`config.mk`:
```
export PLATFORM = sky130hd
export DESIGN_NAME = hcs_divider
export DESIGN_NICKNAME = d
export VERILOG_FILES = /design/src/hcs_pkg.sv /design/src/hcs_divider.sv
export VERILOG_INCLUDE_DIRS = /design/src /design/src/src
export SDC_FILE = /design/constraint.sdc
export NUM_CORES = 1
export LEC_CHECK = 0
export ABC_AREA = 1
export BUFFER_PORTS_ARGS = -buffer_cell sky130_fd_sc_hd__buf_2
export CAP_MARGIN = 20
export CORE_UTILIZATION = 51
export CTS_CLUSTER_DIAMETER = 80
export DETAILED_ROUTE_END_ITERATION = 7
export GPL_ROUTABILITY_DRIVEN = 0
export PLACE_DENSITY_LB_ADDON = 0.25
export SLEW_MARGIN = 0
export SYNTH_ARGS = -nofsm -noshare
export SYNTH_HDL_FRONTEND = slang
export SYNTH_SLANG_ARGS = --single-unit
```
`constraint.sdc`:
```
create_clock -name clk -period 2.2 [get_ports clk]
set_input_delay 0.22 -clock clk [delete_from_list [all_inputs] [get_ports clk]]
set_output_delay 0.22 -clock clk [all_outputs]
set_load 0.02 [all_outputs]
```
`src/histogram_contrast_stretch_assert.svh`:
```
`ifndef HISTOGRAM_CONTRAST_STRETCH_ASSERT_SVH
`define HISTOGRAM_CONTRAST_STRETCH_ASSERT_SVH

// Same-cycle implication, sampled on clk and switched off while rst is high.
`define HCS_ASSERT_IMP(label, cond, prop) \
  label: assert property (@(posedge clk) disable iff (rst) (cond) |-> (prop)) \
    else $error("hcs assertion failed");

// Next-cycle implication, sampled on clk and switched off while rst is high.
`define HCS_ASSERT_NEXT(label, cond, prop) \
  label: assert property (@(posedge clk) disable iff (rst) (cond) |=> (prop)) \
    else $error("hcs assertion failed");

`endif

```
`src/hcs_pkg.sv`:
```
`default_nettype none

package hcs_pkg;

  localparam int HCS_MAX_COLS = 512;
  localparam int HCS_MAX_ROWS = 512;

  localparam int PIX_W = 8;
  localparam int DIM_W = 10;
  localparam int NUM_W = 2 * PIX_W;

  localparam logic [DIM_W-1:0] DIM_RESET = 10'd512;
  localparam logic [PIX_W-1:0] PIX_MAX   = 8'hFF;
  localparam logic [PIX_W-1:0] PIX_ZERO  = 8'h00;

  // Configuration register indexes.
  localparam logic REG_NUM_COLS = 1'b0;
  localparam logic REG_NUM_ROWS = 1'b1;

  // Item kinds.
  localparam logic REQ_LOAD = 1'b0;
  localparam logic REQ_READ = 1'b1;

  typedef enum logic [1:0] {
    ST_IDLE,
    ST_FETCH,
    ST_DIVIDE
  } hcs_state_t;

  typedef struct packed {
    logic             go;
    logic [NUM_W-1:0] numer;
    logic [PIX_W-1:0] denom;
  } hcs_div_req_t;

endpackage

`default_nettype wire

```
`src/hcs_divider.sv`:
```
`default_nettype none
`include "histogram_contrast_stretch_assert.svh"

module hcs_divider (
  input  wire logic                       clk,
  input  wire logic                       rst,
  input  wire hcs_pkg::hcs_div_req_t      req,
  output logic                            done,
  output logic      [hcs_pkg::PIX_W-1:0]  quotient
);

  import hcs_pkg::*;

  localparam int CNT_W = $clog2(PIX_W);

  // The caller guarantees numer < denom * 2**PIX_W, so the quotient fits in
  // PIX_W bits and the upper half of numer starts as a partial remainder.
  logic             running;
  logic [CNT_W-1:0] count;
  logic [PIX_W-1:0] remainder;
  logic [PIX_W-1:0] shifter;
  logic [PIX_W-1:0] denom;
  logic [PIX_W:0]   trial;
  logic [PIX_W:0]   trial_sub;
  logic             fits;

  always_comb begin
    trial     = {remainder, shifter[PIX_W-1]};
    fits      = (trial >= {1'b0, denom});
    trial_sub = trial - {1'b0, denom};
  end

  always_ff @(posedge clk) begin
    if (rst) begin
      running <= 1'b0;
      done    <= 1'b0;
      count   <= '0;
    end else begin
      done <= 1'b0;
      if (req.go) begin
        running <= 1'b1;
        count   <= '0;
      end else if (running) begin
        count <= count + 1'b1;
        if (count == CNT_W'(PIX_W - 1)) begin
          running <= 1'b0;
          done    <= 1'b1;
        end
      end
    end
  end

  always_ff @(posedge clk) begin
    if (req.go) begin
      remainder <= req.numer[NUM_W-1:PIX_W];
      shifter   <= req.numer[PIX_W-1:0];
      denom     <= req.denom;
    end else if (running) begin
      remainder <= fits ? trial_sub[PIX_W-1:0] : trial[PIX_W-1:0];
      shifter   <= {shifter[PIX_W-2:0], fits};
    end
  end

  assign quotient = shifter;

  `HCS_ASSERT_NEXT(a_div_done_after_run, running && count == CNT_W'(PIX_W - 1) && !req.go, done)
  `HCS_ASSERT_IMP(a_div_no_go_while_running, running, !req.go)
  `HCS_ASSERT_IMP(a_div_done_alone, done, !running)

endmodule

`default_nettype wire

```
* After elaboration in Yosys (flattened, before gate mapping)
Index checks and enable logic that the tools add are counted. W data, S select, Z words.
Storage, ports and cells: register bits after elaboration 29, bits of input ports 27, output and inout port bits 9, word-level logic and storage cells 23
Operators by class: add/subtract/negate cells 2, magnitude comparators 1, equality and inequality tests 1, mux-type cells 9, bitwise logic cells 1, reductions and logical operators 3
Operators by type and width (number):
- $mux W8 | 5
- $ge A9 B8 Y1 | 1
- $sub A8 B8 Y8 | 1
- $mux W1 | 4
- $add A3 B1 Y3 const B | 1
- $eq A3 B3 Y1 const B | 1
- $reduce_or A3 Y1 | 1
- $reduce_bool A2 Y1 | 1
- $reduce_or A2 Y1 | 1
- $not A1 Y1 | 1

* Longest topological paths before layout
Gate-level depths: netlist of run 1.
depth in word-level cells 4, gate-level depth with buffers 12, gate-level depth less buffers 12

* Worst setup path before layout of run 1
OpenSTA, ideal clock, no wires.
path kind flip-flop to flip-flop, start point reg shifter[7] (netlist: quotient[7]), end point reg remainder[6] (data pin), setup time 254 ps, data arrival time 1582 ps, data required time 1946 ps, slack 364 ps, stages on the path, launching flop included 12, path buffers 0, clock period less this slack 1836 ps, path through edfxtp_1 > inv_1 > ha_1 > fa_1 > inv_1 > nand3_1 > nand3_1 > nand2_1 > nand2_1 > nand2_1 > nand3_1 > nand2_1
Between the ends: cells in the longest elaborated chain, start to end 4, elaborated cells between the ends (all ways) 5, those cells by class add/sub (1); order compare (1); mux (3)
Ends and longest elaborated chain:
- start: declaration | RTL line hcs_divider.sv:21 | logic [PIX_W-1:0] shifter;
- start signal: assignment | RTL line hcs_divider.sv:56 | shifter <= req.numer[PIX_W-1:0];
- start signal: assignment | RTL line hcs_divider.sv:60 | shifter <= {shifter[PIX_W-2:0], fits};
- $sub A8 B8 Y8 or $ge A9 B8 Y1 (tied branches) | RTL line hcs_divider.sv:30, hcs_divider.sv:29
- $mux W8 * | RTL line hcs_divider.sv:59 | remainder <= fits ? trial_sub[PIX_W-1:0] : trial[PIX_W-1:0];
- $mux W8 * | RTL line hcs_divider.sv:58 | end else if (running) begin
- $mux W8 * | RTL line hcs_divider.sv:54 | if (req.go) begin
- end signal: assignment | RTL line hcs_divider.sv:55 | remainder <= req.numer[NUM_W-1:PIX_W];
- end signal: assignment | RTL line hcs_divider.sv:59
- end: declaration | RTL line hcs_divider.sv:20 | logic [PIX_W-1:0] remainder;
Every way passes the cells marked *; elsewhere a longest branch is shown, timed or not. The select of a mux whose other input is x is not followed. A chain may end at the register's enable or synchronous reset.

* Worst setup path after layout of run 1
start point reg remainder[5], end point reg remainder[7] (data pin)
Between the ends: cells in the longest elaborated chain, start to end 4, elaborated cells between the ends (all ways) 5, those cells by class add/sub (1); order compare (1); mux (3)
Ends and longest elaborated chain (RTL line):
- $sub A8 B8 Y8 or $ge A9 B8 Y1 (tied branches) | hcs_divider.sv:30, hcs_divider.sv:29
- $mux W8 * | hcs_divider.sv:59
- $mux W8 * | hcs_divider.sv:58
- $mux W8 * | hcs_divider.sv:54
Marks and branches as above.

==> results of run 1 <==
## worst reg2reg max path, stage by stage, from the launching register on
cell and delay (ns):
sky130_fd_sc_hd__edfxtp_1 0.42, sky130_fd_sc_hd__ha_1 0.39, sky130_fd_sc_hd__nand2_1 0.08, sky130_fd_sc_hd__nand2_1 0.08, sky130_fd_sc_hd__nand2_1 0.07, sky130_fd_sc_hd__nand2_1 0.08, sky130_fd_sc_hd__nor2_4 0.28, sky130_fd_sc_hd__nand2_8 0.11
sky130_fd_sc_hd__nand2_4 0.08, sky130_fd_sc_hd__nand2_2 0.05, sky130_fd_sc_hd__nand2_1 0.06, sky130_fd_sc_hd__nand2_1 0.05
## flip-flops by register name, summed over array words and instances (netlist names)
register and count:
denom 8, quotient 8, remainder 8, count 3, done 1, running 1
## logic make-up (layout without fill, tap and decap cells)
kind of cell               after synthesis  in the layout  share of synthesized area (%)
xor gates and xnor gates                 3              3                           1.53
and+or+nand+nor                        123            123                           33.5
DFF                                     29             29                           47.9
AOI/OAI and AO/OA                        7              7                           2.19
buffers and inverters                   29             70                           6.42
adders and majority gates               11             11                           8.47
## metal layers
metal / routed length [µm] / track usage, % / share of wire, %
met1: 1520 / 26.3 / 45
met2: 1550 / 36.5 / 46
met3: 151 / 7.58 / 4.5
met4: 144 / 14.6 / 4.3
met5: 0 / 0 / 0
## Yosys cell counts, types with 2 or more instances
| cell | instances | area (µm²) |
|---|---|---|
| sky130_fd_sc_hd__ha_1 | 10 | 125 |
| sky130_fd_sc_hd__nand3_1 | 15 | 75.1 |
| sky130_fd_sc_hd__inv_1 | 25 | 93.8 |
| sky130_fd_sc_hd__clkbuf_1 | 2 | 7.51 |
| sky130_fd_sc_hd__nand3b_1 | 5 | 37.5 |
| sky130_fd_sc_hd__dfxtp_1 | 5 | 100 |
| sky130_fd_sc_hd__nor2_1 | 7 | 26.3 |
| sky130_fd_sc_hd__nand2_4 | 2 | 22.5 |
| sky130_fd_sc_hd__edfxtp_1 | 24 | 721 |
| sky130_fd_sc_hd__xor2_1 | 3 | 26.3 |
| sky130_fd_sc_hd__a21oi_1 | 6 | 30.0 |
| sky130_fd_sc_hd__nand2_1 | 81 | 304 |
| sky130_fd_sc_hd__nand4_1 | 2 | 12.5 |
| sky130_fd_sc_hd__nand2_2 | 2 | 12.5 |
| sky130_fd_sc_hd__or2_2 | 3 | 18.8 |
## worst max path at each step
stage               slack, ns                endpoint  cells after the start
CTS                      0.21  remainder[7]$_DFFE_PP_                     11
finish                   0.22  remainder[7]$_DFFE_PP_                     11
floorplan                0.36  remainder[6]$_DFFE_PP_                     11
global route             0.05  remainder[7]$_DFFE_PP_                     11
global placement         0.23  remainder[7]$_DFFE_PP_                     11
detailed placement       0.22  remainder[7]$_DFFE_PP_                     11
## power by group through the flow
stage	Sequential (mW)	Combinational (mW)	Clock, mW
after detailed placement	0.732	0.594	0
after CTS	0.721	0.598	0.314
after global placement	0.732	0.583	0
after global routing	0.729	0.679	0.338
after floorplan	0.739	0.436	0
final	0.721	0.596	0.308
## through the flow
step           worst slack, ns  hold slack [ns]
2_1_floorplan            0.364            0.298
5_1_grt                 0.0470           0.0287
4_1_cts                  0.213           0.0325
3_3_place_gp             0.226            0.396
6_report                 0.220           0.0471
3_5_place_dp             0.217            0.398
## cell type report
| type | count | area (µm²) |
|---|---|---|
| Clock buffer | 6 | 41.3 |
| Clock inverter | 2 | 10.0 |
| Fill cell | 289 | 1140 |
| Inverter | 26 | 97.6 |
| Multi-Input combinational cell | 144 | 783 |
| Sequential cell | 29 | 821 |
| Tap cell | 44 | 55.1 |
| Timing Repair Buffer | 36 | 183 |
==> metrics.txt, run 1 <==
# TYPE chip_impl_metric gauge
chip_impl_info{name="run_status",value="finished, final reports clean"} 1
chip_impl_metric{name="report.final.setup_viol",unit=""} 0
chip_impl_metric{name="drt_drc_violations_left",unit=""} 0
chip_impl_info{name="worst_setup_path_startpoint",value="remainder[5]$_DFFE_PP_"} 1
chip_impl_metric{name="design.core.area",unit="µm²"} 3130
chip_impl_metric{name="reg2reg_depth",unit=""} 11
chip_impl_metric{name="drive_above_1_share",unit="%"} 22.6
chip_impl_info{name="library_cell_used_as_clock_root_buffer",value="sky130_fd_sc_hd__clkbuf_4"} 1
chip_impl_info{name="worst_path_most_repeated_cell",value="sky130_fd_sc_hd__nand2_1"} 1
chip_impl_metric{name="synth_cell_type_count",unit=""} 25
chip_impl_metric{name="maximum_number_of_pins_on_one_net_before_global_route_repair",unit=""} 18
chip_impl_metric{name="ys_warn_count",unit=""} 0
chip_impl_metric{name="max-clock-path-buffers",unit=""} 2
chip_impl_metric{name="hold_buffers",unit=""} 0
chip_impl_metric{name="max_slew_margin",unit="%"} 59.9
chip_impl_metric{name="p_leak",unit="nW"} 1.02
chip_impl_info{name="worstReg2RegEnd",value="remainder[7]$_DFFE_PP_"} 1
chip_impl_metric{name="placedCellCount",unit=""} 279
chip_impl_metric{name="finalHoldViolCount",unit=""} 0
chip_impl_metric{name="grt_use_total",unit="%"} 22.9
chip_impl_metric{name="dieHeight",unit="µm"} 60.0
chip_impl_metric{name="postSynthAreaPerCell",unit="µm²"} 8.49
chip_impl_metric{name="drtPass1Iterations",unit=""} 4
chip_impl_info{name="holdPathEnd",value="running$_SDFF_PP0_"} 1
chip_impl_info{name="cp_slowest_cell",value="sky130_fd_sc_hd__edfxtp_1"} 1
chip_impl_metric{name="hold_path_depth",unit=""} 2
chip_impl_metric{name="number_of_rows_in_the_core_area",unit=""} 20
chip_impl_metric{name="timing.critical_path.buf_inv",unit=""} 0
chip_impl_metric{name="post_drt_via_cell_ratio",unit=""} 4.85
chip_impl_metric{name="setup_tns",unit="ns"} 0
chip_impl_metric{name="grt_pass1_wl",unit="µm"} 5610
chip_impl_info{name="tritoncts",value="done"} 1
chip_impl_metric{name="fin_worst_skew",unit="ns"} 0.00473
chip_impl_metric{name="die_w",unit="µm"} 60.0
chip_impl_info{name="critical_path_cell_sequence",value="ha_1, nand2_1, nand2_1, nand2_1, nand2_1, nor2_4, nand2_8, nand2_4, nand2_2, nand2_1, nand2_1"} 1
chip_impl_metric{name="worstSkewPairLatency",unit="ns"} 0.33
chip_impl_metric{name="hpwlAfterDp",unit="µm"} 2570
chip_impl_metric{name="yosys_reg_bits",unit=""} 29
chip_impl_metric{name="synthesis.instances",unit=""} 202
chip_impl_metric{name="internal_power",unit="mW"} 1.03
chip_impl_info{name="hold_path_class",value="input pin to flip-flop"} 1
chip_impl_metric{name="total_switching_power",unit="mW"} 0.597
chip_impl_metric{name="timing.max_cap.violations",unit=""} 0
chip_impl_metric{name="grt_pass1_vias",unit=""} 1315
chip_impl_metric{name="initialDrtViolationCount",unit=""} 51
chip_impl_metric{name="synthArstFlopShare",unit="%"} 0
chip_impl_info{name="grt_setup_unrepaired",value="false"} 1
chip_impl_metric{name="place.port_buffers",unit=""} 35
chip_impl_metric{name="p_per_area",unit="nW/µm²"} 817
chip_impl_metric{name="io_pins",unit=""} 36
chip_impl_metric{name="p_comb_share",unit="%"} 36.7
chip_impl_metric{name="regToRegSetupSlack",unit="ns"} 0.22
chip_impl_metric{name="worstPathRequired",unit="ns"} 2.30
chip_impl_metric{name="synth-seq-area-share",unit="%"} 47.9
chip_impl_metric{name="critical_path_arrival",unit="ns"} 2.08
chip_impl_metric{name="synth_nets",unit=""} 240
chip_impl_metric{name="numCtsBuffers",unit=""} 5
chip_impl_metric{name="via_count",unit=""} 1391
chip_impl_metric{name="placedInstanceArea",unit="µm²"} 1940
chip_impl_metric{name="initial_core_utilization",unit="%"} 54.8
chip_impl_metric{name="worst_path_largest_cell_delay",unit="ns"} 0.42
chip_impl_metric{name="power",unit="mW"} 1.63
chip_impl_info{name="critical-path-top-delay-family",value="simple AND/OR/NAND/NOR gates"} 1
chip_impl_metric{name="clock_sinks",unit=""} 29
chip_impl_metric{name="area_growth",unit="%"} 16.1
chip_impl_metric{name="cts_htree_levels",unit=""} 2
chip_impl_metric{name="num-nets-final",unit=""} 280
chip_impl_info{name="final_cell_mix",value="81 x sky130_fd_sc_hd__nand2_1, 35 x sky130_fd_sc_hd__buf_2, 25 x sky130_fd_sc_hd__inv_1"} 1
chip_impl_metric{name="route.final.wire_length",unit="µm"} 3360
chip_impl_info{name="start_kind",value="flip-flop"} 1
chip_impl_metric{name="dieArea",unit="µm²"} 3600
chip_impl_metric{name="post_drt_wl_per_cell",unit="µm"} 11.7
chip_impl_info{name="holdCritStartpoint",value="rst"} 1
chip_impl_metric{name="design_area",unit="µm²"} 1990
chip_impl_metric{name="worst-path-max-fanout",unit=""} 9
chip_impl_info{name="critical_path_class",value="flip-flop to flip-flop"} 1
chip_impl_metric{name="layout.core_utilization",unit="%"} 63.6
chip_impl_metric{name="final_period_minus_worst_setup_slack",unit="ns"} 1.98
chip_impl_metric{name="globalRoute.totalOverflow",unit=""} 0
chip_impl_info{name="layout_commonest_cell",value="sky130_fd_sc_hd__nand2_1"} 1
chip_impl_metric{name="post_cts_buffers",unit=""} 0
chip_impl_info{name="postSynth.topFlopCell",value="sky130_fd_sc_hd__edfxtp_1"} 1
chip_impl_metric{name="power.share.clock",unit="%"} 19.0
chip_impl_metric{name="synth-edff-count",unit=""} 24
chip_impl_metric{name="largest_vdd_supply_drop",unit="mV"} 0.518
chip_impl_metric{name="path_clk_slew",unit="ns"} 0.09
chip_impl_metric{name="max_slew.worst_pin.slew",unit="ns"} 0.600
chip_impl_info{name="endpoint_kind",value="flip-flop"} 1
chip_impl_metric{name="drt.antenna.violating_nets",unit=""} 0
chip_impl_metric{name="timing.final.max_slew_violations",unit=""} 0
chip_impl_metric{name="synth_area",unit="µm²"} 1710
chip_impl_metric{name="grt_antenna_before_repair",unit=""} 0
chip_impl_metric{name="power.share.sequential",unit="%"} 44.4
chip_impl_metric{name="power_switching_share",unit="%"} 36.7
chip_impl_metric{name="final.period_utilization",unit="%"} 90.0
chip_impl_metric{name="cts_repair_resize_count",unit=""} 0
chip_impl_metric{name="antennaDiodeCount",unit=""} 0
chip_impl_info{name="worstReg2RegStart",value="remainder[5]$_DFFE_PP_"} 1
chip_impl_metric{name="fmaxAchievable",unit="MHz"} 505
chip_impl_metric{name="stdcell_count",unit=""} 287
Power figures use the tool's default switching activity.
==> run 2: changes to the inputs <==
Settings changed: REMOVE_ABC_BUFFERS from default to 1.
==> run 2 against run 1 <==
Cell count up 0.70%. Non-clock buffer count grew 2. Global-route usage shrank 2.8 points. Hold slack gained 0.019 ns. Wire length down 7.4%. Critical path depth did not move.
==> metrics.txt, run 2 (synthesis results as in run 1) <==
# TYPE chip_impl_metric gauge
chip_impl_metric{name="max_slew_margin",unit="%"} 67.2
chip_impl_metric{name="route.final.wire_length",unit="µm"} 3110
chip_impl_metric{name="worstPathRequired",unit="ns"} 2.28
chip_impl_metric{name="placement.setup.worst_slack",unit="ns"} 0.334
chip_impl_metric{name="die_w",unit="µm"} 60.0
chip_impl_info{name="library_cell_used_as_clock_root_buffer",value="sky130_fd_sc_hd__clkbuf_4"} 1
chip_impl_metric{name="number_of_rows_in_the_core_area",unit=""} 20
chip_impl_metric{name="grt_pass1_vias",unit=""} 1275
chip_impl_metric{name="timing.max_cap.violations",unit=""} 0
chip_impl_info{name="endpoint_kind",value="flip-flop"} 1
chip_impl_info{name="final_cell_mix",value="81 x sky130_fd_sc_hd__nand2_1, 35 x sky130_fd_sc_hd__buf_2, 25 x sky130_fd_sc_hd__inv_1"} 1
chip_impl_metric{name="setup_tns",unit="ns"} 0
chip_impl_metric{name="postLayoutSetupSlackWorst",unit="ns"} 0.311
chip_impl_metric{name="critical_path_arrival",unit="ns"} 1.97
chip_impl_metric{name="initialDrtViolationCount",unit=""} 55
chip_impl_metric{name="worst-path-max-fanout",unit=""} 9
chip_impl_metric{name="area_growth",unit="%"} 16.9
chip_impl_metric{name="max_slew.worst_pin.slew",unit="ns"} 0.492
chip_impl_metric{name="worstSkewPairLatency",unit="ns"} 0.32
chip_impl_metric{name="finalHoldViolCount",unit=""} 0
chip_impl_metric{name="dieHeight",unit="µm"} 60.0
chip_impl_metric{name="p_per_area",unit="nW/µm²"} 796
chip_impl_metric{name="hpwlAfterDp",unit="µm"} 2430
chip_impl_metric{name="globalRoute.totalOverflow",unit=""} 0
chip_impl_metric{name="post_cts_buffers",unit=""} 0
chip_impl_metric{name="design.core.area",unit="µm²"} 3130
chip_impl_metric{name="initial_core_utilization",unit="%"} 54.8
chip_impl_info{name="layout_commonest_cell",value="sky130_fd_sc_hd__nand2_1"} 1
chip_impl_metric{name="cts_htree_levels",unit=""} 2
chip_impl_metric{name="post_drt_via_cell_ratio",unit=""} 4.84
chip_impl_metric{name="drtPass1Iterations",unit=""} 4
chip_impl_metric{name="p_leak",unit="nW"} 1.03
chip_impl_info{name="start_kind",value="flip-flop"} 1
chip_impl_metric{name="path_clk_slew",unit="ns"} 0.09
chip_impl_metric{name="cts_repair_resize_count",unit=""} 0
chip_impl_metric{name="post_drt_wl_per_cell",unit="µm"} 10.8
chip_impl_metric{name="fin_hold_ws",unit="ns"} 0.0657
chip_impl_info{name="hold_path_class",value="input pin to flip-flop"} 1
chip_impl_metric{name="fin_worst_skew",unit="ns"} 0.00280
chip_impl_metric{name="drt.antenna.violating_nets",unit=""} 0
chip_impl_metric{name="hold_buffers",unit=""} 0
chip_impl_info{name="tritoncts",value="done"} 1
chip_impl_info{name="grt_setup_unrepaired",value="false"} 1
chip_impl_metric{name="report.final.setup_viol",unit=""} 0
chip_impl_metric{name="drt_drc_violations_left",unit=""} 0
chip_impl_info{name="run_status",value="finished, final reports clean"} 1
chip_impl_metric{name="grt_antenna_before_repair",unit=""} 0
chip_impl_metric{name="grt_use_total",unit="%"} 20.1
chip_impl_metric{name="final.period_utilization",unit="%"} 85.8
chip_impl_metric{name="numCtsBuffers",unit=""} 5
chip_impl_metric{name="antennaDiodeCount",unit=""} 0
chip_impl_metric{name="dieArea",unit="µm²"} 3600
chip_impl_metric{name="via_count",unit=""} 1400
chip_impl_metric{name="grt_pass1_wl",unit="µm"} 5240
chip_impl_metric{name="maximum_number_of_pins_on_one_net_before_global_route_repair",unit=""} 28
chip_impl_info{name="critical_path_class",value="flip-flop to flip-flop"} 1
chip_impl_metric{name="io_pins",unit=""} 36
chip_impl_metric{name="final_period_minus_worst_setup_slack",unit="ns"} 1.89
chip_impl_metric{name="fmaxAchievable",unit="MHz"} 529
chip_impl_metric{name="drive_above_1_share",unit="%"} 22.9
chip_impl_metric{name="num-nets-final",unit=""} 282
chip_impl_metric{name="largest_vdd_supply_drop",unit="mV"} 0.431
chip_impl_metric{name="timing.final.max_slew_violations",unit=""} 0
chip_impl_metric{name="max-clock-path-buffers",unit=""} 2
chip_impl_metric{name="place.port_buffers",unit=""} 35
chip_impl_metric{name="clock_sinks",unit=""} 29
## run 2: cell count changes in the layout (fill, tap and decap cells not counted)
cell | previous run | this run
sky130_fd_sc_hd__clkbuf_1 | 1 | 0
sky130_fd_sc_hd__clkinv_2 | 2 | 1
sky130_fd_sc_hd__clkinv_1 | 1 | 3
sky130_fd_sc_hd__buf_4 | 1 | 3
## run 2: final timing paths
path / slack [ns] / end / from / depth (start not counted)
min: 0.07 / running$_SDFF_PP0_ / rst / 2
max: 0.31 / remainder[7]$_DFFE_PP_ / remainder[5]$_DFFE_PP_ / 11
max reg2reg: 0.31 / remainder[7]$_DFFE_PP_ / remainder[5]$_DFFE_PP_ / 11
min reg2reg: 0.47 / count[1]$_SDFFE_PP0P_ / count[1]$_SDFFE_PP0P_ / 2
## run 2: per-layer routing
| layer | part of all wire [%] | track usage [%] | wire length (µm) |
|---|---|---|---|
| met5 | 0 | 0 | 0 |
| met4 | 1.2 | 7.97 | 38 |
| met3 | 4.3 | 4.55 | 134 |
| met2 | 46 | 32.9 | 1430 |
| met1 | 48 | 25.7 | 1510 |
## run 2: where the power goes
part / internal (mW) / leakage [nW] / switching [mW]
combinational: 0.230 / 0.716 / 0.363
sequential: 0.679 / 0.282 / 0.0326
clock: 0.115 / 0.0300 / 0.176
total: 1.02 / 1.03 / 0.572
## run 2: worst max-delay path: stages (launching register included)
cell	delay [ns]
sky130_fd_sc_hd__edfxtp_1	0.40
sky130_fd_sc_hd__ha_1	0.37
sky130_fd_sc_hd__nand2_1	0.08
sky130_fd_sc_hd__nand2_1	0.06
sky130_fd_sc_hd__nand2_1	0.06
sky130_fd_sc_hd__nand2_1	0.09
sky130_fd_sc_hd__nor2_4	0.28
sky130_fd_sc_hd__nand2_8	0.11
sky130_fd_sc_hd__nand2_4	0.07
sky130_fd_sc_hd__nand2_2	0.04
sky130_fd_sc_hd__nand2_1	0.05
sky130_fd_sc_hd__nand2_1	0.04
## run 2: layout make-up
| cell class | count | area (µm²) |
|---|---|---|
| clock buffers | 5 | 37.5 |
| clock inverters | 3 | 12.5 |
| fillers | 282 | 1120 |
| inverters | 26 | 97.6 |
| multi-input cells | 144 | 783 |
| flip-flops and latches | 29 | 821 |
| well taps | 44 | 55.1 |
| repair buffers | 38 | 198 |
## run 2: per-stage QoR
stage / std cells / area (µm²) / utilization (%) / power (mW)
final: 289 / 2000 / 64.1 / 1.60
after global routing: 289 / 2000 / 64.1 / 1.73
after CTS: 289 / 2000 / 64.1 / 1.61
after detailed placement: 281 / 1950 / 62.5 / 1.32
after global placement: 281 / 1950 / 62.5 / 1.31
after floorplan: 199 / 1700 / - / 1.17
